`src/rtl/mandelbrot_fixed_point_escape_assert.svh`:
```
// Assertion macros for the Mandelbrot escape-time block.
`ifndef MANDELBROT_FIXED_POINT_ESCAPE_ASSERT_SVH
`define MANDELBROT_FIXED_POINT_ESCAPE_ASSERT_SVH

// same-cycle implication
`define MFE_ASSERT_SAME(label, clk, rst_n, lhs, rhs) \
	label: assert property (@(posedge clk) disable iff (!rst_n) (lhs) |-> (rhs)) \
	else $error("mfe assertion failed");

// next-cycle implication
`define MFE_ASSERT_NEXT(label, clk, rst_n, lhs, rhs) \
	label: assert property (@(posedge clk) disable iff (!rst_n) (lhs) |=> (rhs)) \
	else $error("mfe assertion failed");

`endif

```
`src/rtl/mfe_pkg.sv`:
```
// Shared types and constants for the Mandelbrot escape-time block.
package mfe_pkg;

	localparam int MAX_DIM_DEF  = 4096;
	localparam int ITER_CAP_DEF = 4095;

	localparam int CFG_W   = 13;
	localparam int COORD_W = 12;
	localparam int CNT_W   = 12;
	localparam int SUM_W   = 36;
	localparam int ACC_W   = 37;
	localparam int NUM_W   = 34;
	localparam int Z_W     = 36;
	localparam int MAG_W   = 21;
	localparam int PROD_W  = 43;
	localparam int T_W     = 23;
	localparam int EST_W   = 24;
	localparam int REM_W   = 22;
	localparam int RSH     = 20;
	localparam int ESH     = 23;

	localparam logic [21:0] RE_SPAN   = 22'd3500000;
	localparam logic [20:0] IM_SPAN   = 21'd2000000;
	localparam logic [23:0] RECIP     = 24'd8796093;
	localparam logic [19:0] FX_ONE    = 20'd1000000;
	localparam logic [21:0] FX_TWO    = 22'd2000000;
	localparam logic [21:0] FX_THREE  = 22'd3000000;
	localparam logic [24:0] FX_FOUR   = 25'd4000000;
	localparam logic signed [Z_W-1:0] RE_OFF  = 36'sd2500000;
	localparam logic signed [Z_W-1:0] IM_OFF  = 36'sd1000000;
	localparam logic signed [Z_W-1:0] ZMAG    = 36'sd2000000;
	localparam logic [SUM_W-1:0]      SUM_MAX = {SUM_W{1'b1}};

	typedef enum logic [1:0] {
		CFG_WIDTH  = 2'd0,
		CFG_HEIGHT = 2'd1,
		CFG_LIMIT  = 2'd2
	} cfg_idx_t;

	typedef enum logic [2:0] {
		ST_IDLE,
		ST_MAP,
		ST_INIT,
		ST_CHECK,
		ST_MUL,
		ST_EST,
		ST_REM,
		ST_UPD
	} state_t;

	typedef struct packed {
		logic load;
		logic div_step;
		logic init;
		logic mul;
		logic est;
		logic rem;
		logic upd;
		logic out_load;
	} ctrl_cmd_t;

	typedef struct packed {
		logic at_limit;
		logic big;
		logic sum_over;
		logic out_free;
	} dp_stat_t;

endpackage

```
`src/rtl/mfe_ctrl.sv`:
```
// Sequencer for coordinate mapping and the escape iteration.
module mfe_ctrl (
	input  logic               clk,
	input  logic               arst_n,
	input  logic               pixel_valid,
	input  mfe_pkg::dp_stat_t  stat,
	output mfe_pkg::ctrl_cmd_t cmd,
	output logic               busy
);
	import mfe_pkg::*;

	localparam int CW = $clog2(NUM_W);

	state_t        state_q, state_d;
	logic [CW-1:0] cnt_q;
	logic          finish;

	assign finish = (state_q == ST_CHECK && (stat.at_limit || stat.big)) ||
	                (state_q == ST_UPD && stat.sum_over);

	always_ff @(posedge clk or negedge arst_n) begin
		if (!arst_n) begin
			state_q <= ST_IDLE;
			cnt_q   <= '0;
		end else begin
			state_q <= state_d;
			if (state_q == ST_MAP) cnt_q <= cnt_q + 1'b1;
			else cnt_q <= '0;
		end
	end

	always_comb begin
		state_d = state_q;
		unique case (state_q)
			ST_IDLE: if (pixel_valid) state_d = ST_MAP;
			ST_MAP: if (cnt_q == CW'(NUM_W - 1)) state_d = ST_INIT;
			ST_INIT: state_d = ST_CHECK;
			ST_CHECK: begin
				if (finish) begin
					if (stat.out_free) state_d = ST_IDLE;
				end else state_d = ST_MUL;
			end
			ST_MUL: state_d = ST_EST;
			ST_EST: state_d = ST_REM;
			ST_REM: state_d = ST_UPD;
			ST_UPD: begin
				if (finish) begin
					if (stat.out_free) state_d = ST_IDLE;
				end else state_d = ST_CHECK;
			end
			default: state_d = ST_IDLE;
		endcase
	end

	always_comb begin
		cmd          = '0;
		busy         = (state_q != ST_IDLE);
		cmd.load     = (state_q == ST_IDLE) && pixel_valid;
		cmd.div_step = (state_q == ST_MAP);
		cmd.init     = (state_q == ST_INIT);
		cmd.mul      = (state_q == ST_MUL);
		cmd.est      = (state_q == ST_EST);
		cmd.rem      = (state_q == ST_REM);
		cmd.upd      = (state_q == ST_UPD) && !stat.sum_over;
		cmd.out_load = finish && stat.out_free;
	end

endmodule

```
`config.mk`:
```
export PLATFORM = sky130hd
export DESIGN_NAME = mfe_ctrl
export DESIGN_NICKNAME = d
export VERILOG_FILES = /design/src/rtl/mandelbrot_fixed_point_escape_assert.svh /design/src/rtl/mfe_pkg.sv /design/src/rtl/mfe_ctrl.sv
export SDC_FILE = /design/constraint.sdc
export NUM_CORES = 1
export LEC_CHECK = 0
export BUFFER_PORTS_ARGS = -buffer_cell sky130_fd_sc_hd__buf_2
export CAP_MARGIN = 20
export CELL_PAD_IN_SITES_DETAIL_PLACEMENT = 0
export CELL_PAD_IN_SITES_GLOBAL_PLACEMENT = 1
export CORE_MARGIN = 2
export CORE_UTILIZATION = 37
export CTS_CLUSTER_DIAMETER = 150
export CTS_CLUSTER_SIZE = 30
export DETAILED_ROUTE_END_ITERATION = 6
export PLACE_DENSITY = 0.76
export SKIP_CTS_REPAIR_TIMING = 1
export SYNTH_ARGS = -nofsm -noshare
export SYNTH_HDL_FRONTEND = slang
export SYNTH_SLANG_ARGS = --single-unit
```
`constraint.sdc`:
```
create_clock -name clk -period 2 [get_ports clk]
set_input_delay 0.5 -clock clk [delete_from_list [all_inputs] [get_ports clk]]
set_output_delay 0.5 -clock clk [all_outputs]
set_load 0.005 [all_outputs]
```
==> results.cfg, run 1 <==
[finish]
final_cells = 89
num-fill-cells = 133
final_cell_mix = 15 x buf_2, 9 x dfrtp_1, 7 x nor2_1
diodes = 0
final_common_cell = buf_2
drive_gt1_frac = 0.270
syn2layout_area_growth_pct = 23.4
nets = 84

[global_routing]
grt-ovfl-total = 0
antenna_found_initial = 0
grt_pass1_wl_um = 1500
grt_max_degree = 10
gr-usage-all-layers = 0.146
grt_pass1_vias = 354

[clock_network]
clock_latency_ps = 250
clock-sinks = 9
cts_buffers = 3
clk_pin_slew_ps = 60
h-tree-depth = 1
cts-root-buf = clkbuf_4
cts_tree = done
clock_path_buffers = 2

[logic_synthesis]
syn_nets = 65
synth.area.top_cells = dfrtp_1 45%, nor2_1 5.2%, ha_1 5.0%, nor3_1 4.0%, xor2_1 3.5%
syn_inst = 56
synth_top_area_cell = dfrtp_1
ys.warnings.count = 0
syn_area_per_cell_um2 = 8.98
synthesis.area_um2 = 503
synth-seq-cells = 9
seq_area_frac_synth = 0.448
synthDistinctLibCells = 23
yosys.area.top_type_share = 0.448

[sta]
fin_setup_tns_ps = 0
worstMarginPinSlew_ps = 345
period_share = 0.914
fin_crit_ps = 1830
rsz0062_at_grt = no
max_freq_ghz = 0.547
maxSlewViolCount = 0
slew_headroom = 0.767
clock_skew_ps = 3.17
hold_viol = 0
finalSetupViolCount = 0

[critical_path]
end_kind = output port
path_max_fanout = 9
critPathMaxStageDelay_ps = 460
startpoint_type = flip-flop
worstPathCellList = or3_1 > nor2_1 > buf_2
slowest_stage = dfrtp_1
crit_required_ps = 1500
cp.arrival_ps = 1330
crit_type = flip-flop to output port

[floorplanning]
ios = 16
core_area_mm2 = 0.00128
initial_core_util = 0.391
dieArea_mm2 = 0.00167
die_h_um = 40.9
die_w_um = 40.9
fp-row-count = 13

[routing]
vias_per_cell = 5.01
wire_per_inst_um = 11.1
drt-total-wl_um = 991
firstDrtPassIters = 4
route.detailed.drc = 0
dr_total_vias = 446
drt_iter0_markers = 4
drtAntennaViolNets = 0

[run_status]
status = finished clean

[power]
peakVddDrop_mv = 0.598
powerDensity_mw_per_mm2 = 1170
p_leak_nw = 0.300

[flow_run]
maxCapViolations = 0

[placed_design]
place_hpwl_um = 781
port_buffers = 15
place.gp.congestion = 0.725
dp.cells = 85

[worst_hold_path]
hp-class = input pin to asynchronous set/reset pin
==> layout make-up <==
class / count / area [um^2] / area share
Timing Repair Buffer: 16 / 82.6 / 0.133
Clock buffer: 4 / 26.3 / 0.0423
Inverter: 4 / 15.0 / 0.0242
Sequential cell: 9 / 225 / 0.363
Multi-Input combinational cell: 41 / 253 / 0.407
Tap cell: 15 / 18.8 / 0.0302
==> cells by family after synthesis <==
kind of cell,after synthesis,synth area share
xor+xnor,3,0.0522
compound gates,9,0.112
buf+inv,6,0.0497
flops,9,0.448
fa+ha+maj,2,0.0497
simple gates,27,0.289
==> flip-flops by register name, summed over array words and instances, names as in the netlist <==
| name | count |
|---|---|
| cnt_q | 6 |
| state_q | 3 |
==> final timing paths <==
path	startpoint	to	slack (ps)	cells after the start
max	state_q[0]	cmd[7]	170	3
min	arst_n	cnt_q[2]	80	1
max reg2reg	cnt_q[1]	state_q[0]	580	5
min reg2reg	cnt_q[0]	cnt_q[0]	490	1
max in group asynchronous	arst_n	state_q[0]	1750	1
min in group clk	stat[3]	state_q[2]	480	2
==> power by group <==
group / total (mW) / switching (mW) / internal, mW / leakage, nW
clock network: 0.137 / 0.0601 / 0.0767 / 0.0150
registers: 0.305 / 0.0756 / 0.230 / 0.118
logic: 0.281 / 0.146 / 0.135 / 0.167
total: 0.723 / 0.282 / 0.441 / 0.300
==> synthesized netlist by cell type, drive strengths merged <==
| library cell | count |
|---|---|
| nand4b | 1 |
| inv | 4 |
| a211oi | 1 |
| ha | 2 |
| a21oi | 3 |
| o41ai | 1 |
| xor2 | 2 |
| nor4bb | 1 |
| nor3 | 4 |
| nor2 | 7 |
| nand3 | 2 |
| or4 | 1 |
| nor3b | 2 |
| nor2b | 1 |
| dfrtp | 9 |
| o21ai | 3 |
| nand2b | 1 |
| xnor2 | 1 |
| or3 | 2 |
| buf | 2 |
| nand2 | 4 |
| nand3b | 1 |
| o21ba | 1 |
==> critical path, delay by kind of cell (launching register included) <==
| family | cells | cell delay [ps] |
|---|---|---|
| DFF | 1 | 460 |
| and+or+nand+nor | 2 | 510 |
| buffers and inverters | 1 | 110 |
==> per-stage QoR <==
| step | area (um^2) | hold WS, ps | total power, mW | utilization | setup WS [ps] |
|---|---|---|---|---|---|
| 2_1_floorplan | 503 | 204 | 0.476 | - | 483 |
| 3_3_place_gp | 594 | 357 | 0.586 | 0.463 | 461 |
| 3_5_place_dp | 594 | 359 | 0.590 | 0.463 | 440 |
| 4_1_cts | 621 | 78.9 | 0.734 | 0.483 | 158 |
| 5_1_grt | 621 | 82.8 | 0.790 | 0.483 | 69.4 |
| 6_report | 621 | 79.8 | 0.723 | 0.483 | 172 |
==> per-layer routing <==
layer | GRT usage | up-vias | routed length [um]
li1 | - | 230 | -
met1 | 0.203 | 206 | 477
met2 | 0.199 | 10 | 473
met3 | 0.0326 | 0 | 40
met4 | 0.100 | 0 | 0
met5 | 0 | - | 0
No activity file was read; power rests on OpenSTA's default activity.
==> run 2: changes to the inputs <==
BUFFER_PORTS_ARGS = -buffer_cell sky130_fd_sc_hd__buf_4   (was -buffer_cell sky130_fd_sc_hd__buf_2)
==> run 2 against run 1 <==
Effect of this change:
- clock skew down 2.4 ps
- cell count unchanged
- critical path type unchanged
- routed wire length down 1.6%
==> results.cfg, run 2 (synthesis results as in run 1) <==
[run_status]
status = finished clean

[critical_path]
crit_cells = 3
slowest_stage = dfrtp_1
worstPathCellList = or3_1 > nor2_1 > buf_4
crit_start = state_q[0]
crit_end = cmd[7]
crit_type = flip-flop to output port
path_max_fanout = 9
startpoint_type = flip-flop
rr_worst_depth = 5
end_kind = output port
crit_required_ps = 1500
rr_endpoint = state_q[0]
critPathMaxStageDelay_ps = 460
cp_top_family = simple AND/OR/NAND/NOR gates
crit_buf_inv = 1
cp.arrival_ps = 1370
r2r_slack_ps = 610
r2r-start = cnt_q[1]

[clock_network]
clk_pin_slew_ps = 60
h-tree-depth = 1
cts_buffers = 3
cts-root-buf = clkbuf_4
clock-sinks = 9
cts_tree = done
clock_latency_ps = 260
clock_path_buffers = 2

[routing]
route.met2.wl_um = 445
dr_total_vias = 442
drt-total-wl_um = 975
drt-met1-wl_um = 493
firstDrtPassIters = 3
vias_per_cell = 4.97
routed.top_layer = met3
wire_per_inst_um = 11.0
route.detailed.drc = 0
met3WireLength_um = 36
drt_iter0_markers = 7
drtAntennaViolNets = 0

[finish]
final_common_cell = buf_4
seq_area_um2 = 225
nets = 84
drive_gt1_frac = 0.270
final_cell_mix = 16 x buf_4, 9 x dfrtp_1, 7 x nor2_1
largest_reg_flops = 6
syn2layout_area_growth_pct = 30.8
top_regs = cnt_q: 6 flops, state_q: 3 flops
multi_input_area_um2 = 253
top_register = cnt_q
diodes = 0
num-fill-cells = 123

[sta]
slew_headroom = 0.782
maxSlewViolCount = 0
fin_setup_tns_ps = 0
period_share = 0.933
clock_skew_ps = 0.726
fin_crit_ps = 1870
holdWs_ps = 50.8
max_freq_ghz = 0.536
hold_viol = 0
rsz0062_at_grt = no
finalSetupViolCount = 0
worstMarginPinSlew_ps = 326

[power]
peakVddDrop_mv = 0.684
p_leak_nw = 0.307
powerDensity_mw_per_mm2 = 1150

[global_routing]
gr-usage-all-layers = 0.149
grt_max_degree = 10
grt_pass1_vias = 375
grt_pass1_wl_um = 1590
grt-ovfl-total = 0
antenna_found_initial = 0

[floorplanning]
initial_core_util = 0.391
ios = 16
fp-row-count = 13
die_h_um = 40.9
core_area_mm2 = 0.00128
dieArea_mm2 = 0.00167
die_w_um = 40.9

[placed_design]
place_hpwl_um = 738
port_buffers = 15
place.gp.congestion = 0.735

[worst_hold_path]
hp-class = input pin to asynchronous set/reset pin

[flow_run]
maxCapViolations = 0
[run 2: metrics by stage]
stage / utilization / power (mW) / worst slack [ps] / cell area [um^2] / cells
after floorplan: - / 0.476 / 483 / 503 / 56
after global placement: 0.492 / 0.620 / 446 / 632 / 85
after detailed placement: 0.492 / 0.621 / 402 / 632 / 85
after CTS: 0.512 / 0.764 / 111 / 658 / 89
after global routing: 0.512 / 0.829 / 27.5 / 658 / 89
final: 0.512 / 0.755 / 134 / 658 / 89
[run 2: routing by layer]
metal  track usage  up-vias
li1              -      230
met1         0.218      206
met2         0.191        6
met3        0.0326        0
met4         0.100        0
met5             0        -
[run 2: cell type report]
type	count	share of cell area
multi-input combinational	41	0.384
clock buffer	4	0.0399
inverter	4	0.0228
timing repair buffer	16	0.183
tap	15	0.0285
sequential	9	0.342
[run 2: worst register-to-register path: cells and delay by family (launching register included)]
family / cells / cell delay (ps)
and+or+nand+nor: 3 / 670
DFF: 1 / 400
buffers and inverters: 1 / 60
adders and majority gates: 1 / 130
[run 2: how the worst min path moves through the flow]
| stage | end | slack (ps) | depth (start not counted) |
|---|---|---|---|
| floorplan | cnt_q[0] | 200 | 0 |
| global placement | cnt_q[2] | 330 | 1 |
| detailed placement | cnt_q[2] | 330 | 1 |
| CTS | cnt_q[1] | 50 | 1 |
| global route | cnt_q[4] | 40 | 1 |
| finish | cnt_q[1] | 50 | 1 |
[run 2: power breakdown]
part	switching [mW]	internal (mW)	leakage, nW	total (mW)
Combinational	0.147	0.164	0.174	0.311
Sequential	0.0774	0.230	0.118	0.307
Clock	0.0602	0.0767	0.0150	0.137
Total	0.285	0.470	0.307	0.755
